===== src/hdl/mst_pkg.sv =====
`default_nettype none
package mst_pkg;

   typedef enum logic [2:0] {
      CMD_START   = 3'd0,
      CMD_RESTART = 3'd1,
      CMD_STOP    = 3'd2,
      CMD_SETLOOP = 3'd3,
      CMD_QUERY   = 3'd4,
      CMD_TICK    = 3'd5
   } cmd_type;

   typedef struct packed {
      logic [2:0]  command;
      logic [2:0]  slot;
      logic [2:0]  prior_slot;
      logic        prior_valid;
      logic [31:0] duration;
      logic        loop_on;
   } req_type;

   typedef struct packed {
      logic       status;
      logic [2:0] result_slot;
      logic       expired;
      logic       running;
      logic       looping;
      logic       last;
   } rsp_type;

endpackage
`default_nettype wire


===== src/hdl/mst_if.sv =====
`default_nettype none
interface mst_req_if;
   import mst_pkg::*;
   logic    valid;
   logic    ready;
   req_type data;
   modport source (output valid, output data, input ready);
   modport sink (input valid, input data, output ready);
endinterface

interface mst_rsp_if;
   import mst_pkg::*;
   logic    valid;
   logic    ready;
   rsp_type data;
   modport source (output valid, output data, input ready);
   modport sink (input valid, input data, output ready);
endinterface
`default_nettype wire


===== src/hdl/multiplexed_software_timers_unit.sv =====
// channel | dir | payload
// req     | in  | command, slot, prior_slot, prior_valid, duration, loop_on
// rsp     | out | status, result_slot, expired, running, looping, last
// One item at a time. A non-tick beat passes S_RD and S_EXEC and is then
// registered as valid. A tick passes S_RD and then a scan pass (a read and a
// compare per slot, in S_SCAN and S_SWAIT); per expiry S_SERV issues the beat
// before it and S_OUT services it, then one more pass follows. Reset is
// synchronous and clears the marks; a slot's match and reload are never used
// while it is stopped. A stalled rsp beat holds the sequencer and the input.
`default_nettype none
module multiplexed_software_timers_unit
   import mst_pkg::*;
#(
   parameter int SLOTS = 8
) (
   input wire logic clock,
   input wire logic reset,
   mst_req_if.sink  req,
   mst_rsp_if.source rsp
);
   localparam int SW = (SLOTS > 1) ? $clog2(SLOTS) : 1;
   localparam int CW = $clog2(SLOTS + 1);

   typedef enum logic [6:0] {
      S_IDLE = 7'b0000001,
      S_RD   = 7'b0000010,
      S_EXEC = 7'b0000100,
      S_SCAN = 7'b0001000,
      S_SWAIT= 7'b0010000,
      S_SERV = 7'b0100000,
      S_OUT  = 7'b1000000
   } state_type;

   // memories: one read per cycle, registered
   logic [31:0] match_mem [SLOTS];
   logic [31:0] reload_mem [SLOTS];
   logic [31:0] match_rd_ff, reload_rd_ff;
   logic [SW-1:0] rd_addr;
   logic          wr_en;
   logic [SW-1:0] wr_addr;
   logic [31:0]   wr_match, wr_reload;

   always_ff @(posedge clock) begin
      if (wr_en) begin
         match_mem[wr_addr]  <= wr_match;
         reload_mem[wr_addr] <= wr_reload;
      end
      match_rd_ff  <= match_mem[rd_addr];
      reload_rd_ff <= reload_mem[rd_addr];
   end

   state_type      state_ff, state_in;
   req_type        req_ff;
   logic [SLOTS-1:0] run_ff, run_in, loop_ff, loop_in, done_ff, done_in;
   logic [31:0]    tick_ff, tick_in;
   logic [CW-1:0]  idx_ff, idx_in;
   logic [SW-1:0]  best_ff, best_in, scan_slot_ff, scan_slot_in;
   logic           found_ff, found_in, any_ff, any_in;
   logic [31:0]    best_m_ff, best_m_in;
   rsp_type        out_ff, out_in;
   logic           out_v_ff, out_v_in, cont_ff, cont_in;
   logic [SW-1:0]  free_slot;
   logic           free_found;
   logic           s_ok, p_ok;
   logic [SW-1:0]  s_idx, p_idx;

   // lowest free slot
   always_comb begin
      free_slot  = '0;
      free_found = 1'b0;
      for (int i = SLOTS - 1; i >= 0; i--) begin
         if (!run_ff[i]) begin
            free_slot  = SW'(i);
            free_found = 1'b1;
         end
      end
   end

   assign s_ok  = 32'(req_ff.slot) < SLOTS;
   assign p_ok  = 32'(req_ff.prior_slot) < SLOTS;
   assign s_idx = SW'(req_ff.slot);
   assign p_idx = SW'(req_ff.prior_slot);

   assign req.ready = (state_ff == S_IDLE) && !out_v_ff;
   assign rsp.valid = out_v_ff;
   assign rsp.data  = out_ff;

   always_comb begin
      state_in  = state_ff;
      run_in    = run_ff;
      loop_in   = loop_ff;
      done_in   = done_ff;
      tick_in   = tick_ff;
      idx_in    = idx_ff;
      best_in   = best_ff;
      found_in  = found_ff;
      best_m_in = best_m_ff;
      any_in    = any_ff;
      scan_slot_in = scan_slot_ff;
      out_in    = out_ff;
      out_v_in  = out_v_ff;
      cont_in   = cont_ff;
      rd_addr   = s_idx;
      wr_en     = 1'b0;
      wr_addr   = s_idx;
      wr_match  = '0;
      wr_reload = '0;
      if (out_v_ff && rsp.ready) out_v_in = 1'b0;
      unique case (state_ff)
         S_IDLE: begin
            if (req.valid && req.ready) state_in = S_RD;
         end
         S_RD: begin
            // read the addressed slot's reload
            rd_addr = s_idx;
            if (req_ff.command == CMD_TICK) begin
               tick_in = tick_ff + 32'd1;
               done_in = '0;
               any_in  = 1'b0;
               idx_in  = '0;
               found_in = 1'b0;
               state_in = S_SCAN;
            end else begin
               state_in = S_EXEC;
            end
         end
         S_EXEC: begin
            out_in = '0;
            out_in.last = 1'b1;
            out_in.result_slot = req_ff.slot;
            out_in.status = 1'b1;
            unique case (req_ff.command)
               CMD_START: begin
                  out_in.result_slot = '0;
                  if (free_found) begin
                     out_in.status = 1'b0;
                     out_in.result_slot = 3'(free_slot);
                     out_in.running = 1'b1;
                     if (req_ff.prior_valid && p_ok && run_ff[p_idx]) begin
                        run_in[p_idx]  = 1'b0;
                        loop_in[p_idx] = 1'b0;
                     end
                     run_in[free_slot]  = 1'b1;
                     loop_in[free_slot] = 1'b0;
                     wr_en     = 1'b1;
                     wr_addr   = free_slot;
                     wr_match  = tick_ff + req_ff.duration;
                     wr_reload = req_ff.duration;
                  end
               end
               CMD_RESTART, CMD_STOP, CMD_SETLOOP: begin
                  if (s_ok && run_ff[s_idx]) begin
                     out_in.status = 1'b0;
                     if (req_ff.command == CMD_RESTART) begin
                        wr_en = 1'b1;
                        wr_match  = tick_ff + reload_rd_ff;
                        wr_reload = reload_rd_ff;
                     end else if (req_ff.command == CMD_STOP) begin
                        wr_en = 1'b1;
                        run_in[s_idx]  = 1'b0;
                        loop_in[s_idx] = 1'b0;
                     end else begin
                        loop_in[s_idx] = req_ff.loop_on;
                     end
                  end
                  out_in.running = s_ok && run_in[s_idx];
                  out_in.looping = s_ok && loop_in[s_idx];
               end
               CMD_QUERY: begin
                  out_in.status  = !s_ok;
                  out_in.running = s_ok && run_ff[s_idx];
                  out_in.looping = s_ok && loop_ff[s_idx];
               end
               default: ;
            endcase
            out_v_in = 1'b1;
            state_in = S_IDLE;
         end
         S_SCAN: begin
            // issue read of slot idx
            rd_addr = SW'(idx_ff);
            scan_slot_in = SW'(idx_ff);
            state_in = S_SWAIT;
         end
         S_SWAIT: begin
            // compare this slot against the best so far
            rd_addr = scan_slot_ff;
            if (run_ff[scan_slot_ff] && !done_ff[scan_slot_ff]
                && match_rd_ff <= tick_ff
                && (!found_ff || match_rd_ff < best_m_ff)) begin
               found_in  = 1'b1;
               best_in   = scan_slot_ff;
               best_m_in = match_rd_ff;
            end
            if (idx_ff == CW'(SLOTS - 1)) begin
               state_in = S_SERV;
            end else begin
               idx_in = idx_ff + CW'(1);
               state_in = S_SCAN;
            end
         end
         S_SERV: begin
            // wait for the held beat, issue the staged one, then service the best slot
            rd_addr = best_ff;
            if (!out_v_ff || rsp.ready) begin
               if (any_ff && cont_ff) begin
                  // the staged beat is final when nothing else expires
                  out_in.last = !found_ff;
                  out_v_in = 1'b1;
                  cont_in  = 1'b0;
                  if (!found_ff) state_in = S_IDLE;
               end else if (!found_ff) begin
                  state_in = S_IDLE;
               end else begin
                  state_in = S_OUT;
               end
            end
         end
         S_OUT: begin
            rd_addr = best_ff;
            if (!found_ff) begin
               state_in = S_IDLE;
            end else begin
               done_in[best_ff] = 1'b1;
               wr_en   = 1'b1;
               wr_addr = best_ff;
               out_in  = '0;
               out_in.expired = 1'b1;
               out_in.result_slot = 3'(best_ff);
               if (loop_ff[best_ff]) begin
                  wr_match  = tick_ff + reload_rd_ff;
                  wr_reload = reload_rd_ff;
                  out_in.running = 1'b1;
                  out_in.looping = 1'b1;
               end else begin
                  run_in[best_ff]  = 1'b0;
                  loop_in[best_ff] = 1'b0;
               end
               any_in  = 1'b1;
               cont_in = 1'b1;
               found_in = 1'b0;
               idx_in = '0;
               state_in = S_SCAN;
            end
         end
         default: state_in = S_IDLE;
      endcase
   end

   // the staged beat: a tick result is held in out_ff with valid low until
   // the next one (or the end) is known, so that last can be set
   always_ff @(posedge clock) begin
      if (reset) begin
         state_ff <= S_IDLE;
         run_ff   <= '0;
         loop_ff  <= '0;
         tick_ff  <= '0;
         out_v_ff <= 1'b0;
         cont_ff  <= 1'b0;
         any_ff   <= 1'b0;
         found_ff <= 1'b0;
         done_ff  <= '0;
      end else begin
         state_ff <= state_in;
         run_ff   <= run_in;
         loop_ff  <= loop_in;
         tick_ff  <= tick_in;
         out_v_ff <= out_v_in;
         cont_ff  <= cont_in;
         any_ff   <= any_in;
         found_ff <= found_in;
         done_ff  <= done_in;
      end
      if (req.valid && req.ready) req_ff <= req.data;
      idx_ff       <= idx_in;
      best_ff      <= best_in;
      best_m_ff    <= best_m_in;
      scan_slot_ff <= scan_slot_in;
      out_ff       <= out_in;
   end

`ifndef NO_ASSERTIONS
   a_no_accept_busy: assert property (@(posedge clock) disable iff (reset)
      (state_ff != S_IDLE) |-> !req.ready) else $error("accept while busy");
   a_hold_beat: assert property (@(posedge clock) disable iff (reset)
      (rsp.valid && !rsp.ready) |=> rsp.valid) else $error("beat dropped");
   a_tick_adv: assert property (@(posedge clock) disable iff (reset)
      (state_ff == S_RD && req_ff.command == CMD_TICK) |=> tick_ff == $past(tick_ff) + 32'd1)
      else $error("tick count");
`endif
endmodule
`default_nettype wire


===== src/flat_wrapper.sv =====
// flat-port wrapper written by rule: the top's interface ports become plain ports
module multiplexed_software_timers_unit_flat import mst_pkg::*;
#(
   parameter int SLOTS = 8
)
  (clock, reset, req_valid, req_data, req_ready, rsp_valid, rsp_data, rsp_ready);
  mst_req_if req_i ();
  mst_rsp_if rsp_i ();
  input wire logic clock;
  input wire logic reset;
  input wire logic [$bits(req_i.valid)-1:0] req_valid;
  input wire logic [$bits(req_i.data)-1:0] req_data;
  output wire logic [$bits(req_i.ready)-1:0] req_ready;
  output wire logic [$bits(rsp_i.valid)-1:0] rsp_valid;
  output wire logic [$bits(rsp_i.data)-1:0] rsp_data;
  input wire logic [$bits(rsp_i.ready)-1:0] rsp_ready;
  assign req_i.valid = req_valid;
  assign req_i.data = req_data;
  assign req_ready = req_i.ready;
  assign rsp_valid = rsp_i.valid;
  assign rsp_data = rsp_i.data;
  assign rsp_i.ready = rsp_ready;
  multiplexed_software_timers_unit #(.SLOTS(SLOTS)) u_core (.clock(clock), .reset(reset), .req(req_i), .rsp(rsp_i));
endmodule

===== config.mk =====
export PLATFORM = sky130hd
export DESIGN_NAME = multiplexed_software_timers_unit_flat
export DESIGN_NICKNAME = d
export VERILOG_FILES = /design/src/hdl/mst_pkg.sv /design/src/hdl/mst_if.sv /design/src/hdl/multiplexed_software_timers_unit.sv /design/src/flat_wrapper.sv
export SDC_FILE = /design/constraint.sdc
export NUM_CORES = 1
export LEC_CHECK = 0
export ABC_CLOCK_PERIOD_IN_PS = 13900
export BUFFER_PORTS_ARGS = -buffer_cell sky130_fd_sc_hd__buf_2
export CAP_MARGIN = 20
export CORE_MARGIN = 3
export CORE_UTILIZATION = 45
export DETAILED_ROUTE_END_ITERATION = 8
export GPL_TIMING_DRIVEN = 0
export PLACE_DENSITY_LB_ADDON = 0.12
export SETUP_SLACK_MARGIN = 0.4
export SLEW_MARGIN = 20
export SYNTH_ARGS = -nofsm -noshare
export SYNTH_HDL_FRONTEND = slang
export SYNTH_SLANG_ARGS = --single-unit

===== constraint.sdc =====
create_clock -name clock -period 13.9 [get_ports clock]
set_input_delay 0.695 -clock clock [delete_from_list [all_inputs] [get_ports clock]]
set_output_delay 0.695 -clock clock [all_outputs]
set_load 0.02 [all_outputs]

; Yosys cells after proc, flatten, opt, wreduce, memory -nomap -nowiden
; Memories as Yosys holds them, arrays and structs flattened. A register that Yosys moved wholly into a read port is not among the register bits.
; Cells that the tools add are included.
[totals]
regBits = 160
latch_bits = 0
ramBits = 512
mem_bits_ro = 0
inputBits = 47
out_inout_bits = 10
n_memories = 2
[memory_table]
columns = memory, words, word_bits, read_ports, rd_ports_with_merged_regs, write_ports, line
row1 = u_core.match_mem, 8, 32, 1, 1, 1, multiplexed_software_timers_unit.sv:35  ; logic [31:0] match_mem [SLOTS];
row2 = u_core.reload_mem, 8, 32, 1, 1, 1, multiplexed_software_timers_unit.sv:36  ; logic [31:0] reload_mem [SLOTS];
[classes]
n_addsub = 4
n_mul = 0
div_mod_pow = 0
order_cmp = 11
eq_ne = 24
shift = 0
n_mux = 137
bitwise = 13
reduce_logical = 35
[op_table]
columns = operator, count
row1 = two-way mux 32 bit, 10
row2 = one-hot mux 32 bit (2 select lines), 4
row3 = two-way mux 8 bit, 27
row4 = one-hot mux 8 bit (2 select lines), 5
row5 = adder 32 bit, 2
row6 = AND 8 bit, 7
row7 = one-hot mux 7 bit (6 select lines), 1
row8 = two-way mux 1 bit, 38
row9 = two-way mux 3 bit, 12
row10 = two-way mux 7 bit, 5
row11 = "adder 32 x 1 -> 32 bit, second input constant", 1
row12 = less-or-equal comparator 32 bit, 1
row13 = less-than comparator 32 bit, 1
row14 = NOT 8 bit, 4
row15 = binary-select mux 1 bit (select 3 bit), 8
row16 = two-way mux 4 bit, 6
row17 = "less-than comparator 3 x 4 -> 1 bit, second input constant", 5
row18 = OR 8 bit, 2
row19 = one-hot mux 7 bit (2 select lines), 1
row20 = demux 1 bit (select 3 bit), 4
row21 = ">= comparator 3 x 1 -> 1 bit, second input constant", 4
row22 = logical AND 1 bit, 12
row23 = one-hot mux 1 bit (2 select lines), 6
row24 = one-hot mux 1 bit (3 select lines), 4
row25 = other kinds (33), 54

; Longest topological paths before layout
[depth]
ltp_word = 17
mapped_depth = 13

; Least setup slack after synthesis
; Ideal clock, no wire load.
[synth_timing]
path_type = reg-to-reg
startpoint = register u_core.state_ff[0]
endpoint = memory u_core.match_mem[0][0] (enable)
arrival_time_ns = 4.998
required_time_ns = 13.414
path_slack_ns = 8.415
path_stages_with_launch = 12
synth_period_minus_slack_ns = 5.485
cell_sequence = dfxtp_1 -> or3_4 -> or3_1 -> or2_1 -> buf_6 -> inv_6 -> nand2_4 -> nand2_4 -> o21ai_0 -> a222oi_1 -> nand2_1 -> nor2_1
[synth_between]
elab_chain_len = 4
elab_cells_between_ends = 6
classes_between = 2 x eq/ne / 4 x mux
[synth_rtl]
columns = element, line
row1 = "start, declared", multiplexed_software_timers_unit.sv:52  ; state_type state_ff, state_in;
row2 = "start signal, assigned", multiplexed_software_timers_unit.sv:264  ; state_ff <= state_in;
row3 = == test 7 bit or == test 7 x 3 -> 1 bit (tied branches), multiplexed_software_timers_unit.sv:109  ; unique case (state_ff)
row4 = one-hot mux 1 bit (2 select lines), multiplexed_software_timers_unit.sv:109
row5 = two-way mux 1 bit, multiplexed_software_timers_unit.sv:44  ; if (wr_en) begin
row6 = two-way mux 1 bit (implied by the code), multiplexed_software_timers_unit.sv:45  ; match_mem[wr_addr] <= wr_match;
row7 = "end, declared", multiplexed_software_timers_unit.sv:35
; Parallel ways exist; a longest one is shown, timed or not.

; Worst setup path in the final report
[layout_timing]
startpoint = register u_core.state_ff[0]
endpoint = memory u_core.match_mem[3][29] (enable)
; The elaborated chain is that of the path after synthesis.

==> out/qor.yml <==
hold_path_class: "input port to register"
synth_edf_count: 605
tightest_slew_ps: 1040
ir_drop_uv: 109
cts-root-buf: "clkbuf_16"
clock_sinks: 736
grt_antenna_before_repair: 3
vias: 24800
place.gp.congestion: 0.922
critical_path.max_fanout: 18
initial_utilization_pct: 45.9
path_buf_inv: 3
avgViaCountPerCell: 5.81
clk_latency_ps: 640
yosysUniqueCellTypes: 82
cts_tree: "built"
finalHoldViolations: 0
netlist_instances: 3074
first_iter_violations: 2603
hpwl_mm: 74.8
crit_family: "simple AND/OR/NAND/NOR gates"
period_minus_slack_ps: 5030
crit_slowest_cell: "nor2_2"
synthesis.area_um2: 33800
cts_setup_buffers: 0
avgSynthCellArea_um2: 11.0
yosysWarnings: 0
num_io_pins: 57
startpoint_type: "register"
period_share_pct: 36.2
routed.top_layer: "met4"
cts_buffers: 80
dp_slack_ps: 9000
detail_route.wl_per_cell_um: 24.5
cp-end-kind: "register"
p_per_area_nw_per_um2: 132
status: "completed"
cts_hold_buf: 0
synth_seq_area_share_pct: 61.5
required_ps: 14230
clock_skew_ps: 27.2
post-place-cells: 4119
finalSetupViolations: 0
crit_path_cell_trace: "or3_4 > nor3_2 > nand3b_1 > nor2_2 > clkbuf_1 > nand2_1 > nand3_1 > nand2_1 > nor2_4 > buf_12 > buf_12"
track_usage_pct: 26.4
gr-total-overflow: 0
dieHeight_um: 280
layout.nets: 3418
clk_path_buf_depth: 3
tns_ps: 0
async_reset_ff_share_pct: 0
clk_pin_slew_worst_paths_ps: 60
max_cap_violations: 0
wl_met3_mm: 7.03
ys_ff_latch: 736
wl_met2_mm: 49.6
die-width_um: 280
drv_slew: 0
htreeDepth: 3
timing.fmax_mhz: 199
dieArea_um2: 78500
arrival_ps: 5360
placed_area_um2: 36000
num_rows: 99
slew_headroom_pct: 30.7
crit_type: "register to register"
final_cell_mix: "nand2_1 (662), edfxtp_1 (605), nand3_1 (353)"
synthesis.nets: 3250
p_leak_nw: 14.3
finalWorstSetupSlack_ps: 8870
grt_max_degree: 46
drc: 0
final_area_um2: 38600
drive_above_1_share_pct: 9.49
layoutNonFillerInstCount: 4269
postLayoutCoreUtil_pct: 52.4
dominantRegCellSynth: "edfxtp_1"
syn_to_final_growth_pct: 14.1
grt_first_pass_wirelength_mm: 154
port_buffers: 56
rsz0062_at_grt: "false"
ctsResizeCount: 0
cpPeakStageDelay_ps: 810
drtPass1Iterations: 7
met1Wirelength_mm: 44.1
grt_pass1_vias: 24000
coreArea_um2: 73700
final_common_cell: "nand2_1"
ant_nets: 0
drt-total-wl_mm: 105
[worst reg2reg max path, delay by kind of cell (launching register included)]
kind                   cells  cell delay (ps)
AND/OR/NAND/NOR            8             3020
buffers and inverters      3             1310
flip-flops                 1              360
[flip-flops by register name, indices dropped and copies added (netlist names), 32 cells and up]
signal,flops
u_core.reload_mem,256
u_core.best_m_ff,32
u_core.tick_ff,32
u_core.match_mem,256
u_core.reload_rd_ff,32
u_core.match_rd_ff,32
u_core.req_ff,37
[layout make-up]
type	count	area, um^2
Clock buffer	115	2290
Timing Repair Buffer	86	907
Tap cell	959	1200
Fill cell	6456	35100
Antenna cell	2	5.00
Inverter	89	339
Multi-Input combinational cell	2090	12100
Buffer	159	698
Clock inverter	33	280
Sequential cell	736	20800
[metrics by stage]
| step | power, mW | hold WS, ps |
|---|---|---|
| global route | 5.28 | 208 |
| CTS | 5.13 | 196 |
| floorplan | 2.85 | 421 |
| detailed placement | 3.07 | 441 |
| global placement | 3.06 | 437 |
| finish | 5.10 | 235 |
[cells in the mapped netlist, types with 31 or more instances]
| master | number | share of area, % |
|---|---|---|
| a21o_1 | 61 | 1.4 |
| nor2_1 | 128 | 1.4 |
| xnor2_1 | 64 | 1.7 |
| nand3_1 | 353 | 5.2 |
| dfxtp_1 | 131 | 7.8 |
| a22o_1 | 39 | 1.0 |
| o21ai_0 | 125 | 1.8 |
| edfxtp_1 | 605 | 54 |
| buf_2 | 51 | 0.75 |
| o22ai_1 | 31 | 0.57 |
| inv_1 | 87 | 0.97 |
| a21oi_1 | 112 | 1.7 |
| clkbuf_1 | 90 | 1.0 |
| ha_1 | 127 | 4.7 |
| nand2_1 | 662 | 7.3 |
[where the power goes]
part           internal, mW  switching [mW]
Combinational         0.185           0.383
Sequential             2.41          0.0506
Clock                  1.19           0.882
[routing by layer]
layer  track usage [%]  up-vias
met4              9.97        0
met3              4.13      216
met5                 0        -
met2              43.7     1028
li1                  -    11500
met1              35.3    12100
[logic make-up (layout without fill, tap and decap cells)]
family | Yosys count | in the layout | synth area share [%]
DFF | 736 | 736 | 61.5
adders and majority gates | 129 | 129 | 4.82
AOI/OAI and AO/OA | 518 | 518 | 9.86
and+or+nand+nor | 1338 | 1338 | 17.9
muxes | 16 | 16 | 0.566
buffers and inverters | 248 | 482 | 3.06
other | 0 | 2 | 0
xor gates and xnor gates | 89 | 89 | 2.30
[worst paths after layout]
check / startpoint / endpoint / slack [ps] / depth (start not counted)
max: u_core.state_ff[0]$_SDFFE_PP1P_ / u_core.match_mem[3][29]$_DFFE_PP_ / 8870 / 11
min: req_data[27] / u_core.req_ff[27]$_DFFE_PP_ / 240 / 1
max reg2reg: u_core.state_ff[0]$_SDFFE_PP1P_ / u_core.match_mem[3][29]$_DFFE_PP_ / 8870 / 11
min reg2reg: u_core.scan_slot_ff[0]$_DFFE_PN_ / u_core.best_ff[0]$_DFFE_PP_ / 450 / 0
No activity file was read; power rests on OpenSTA's default activity.
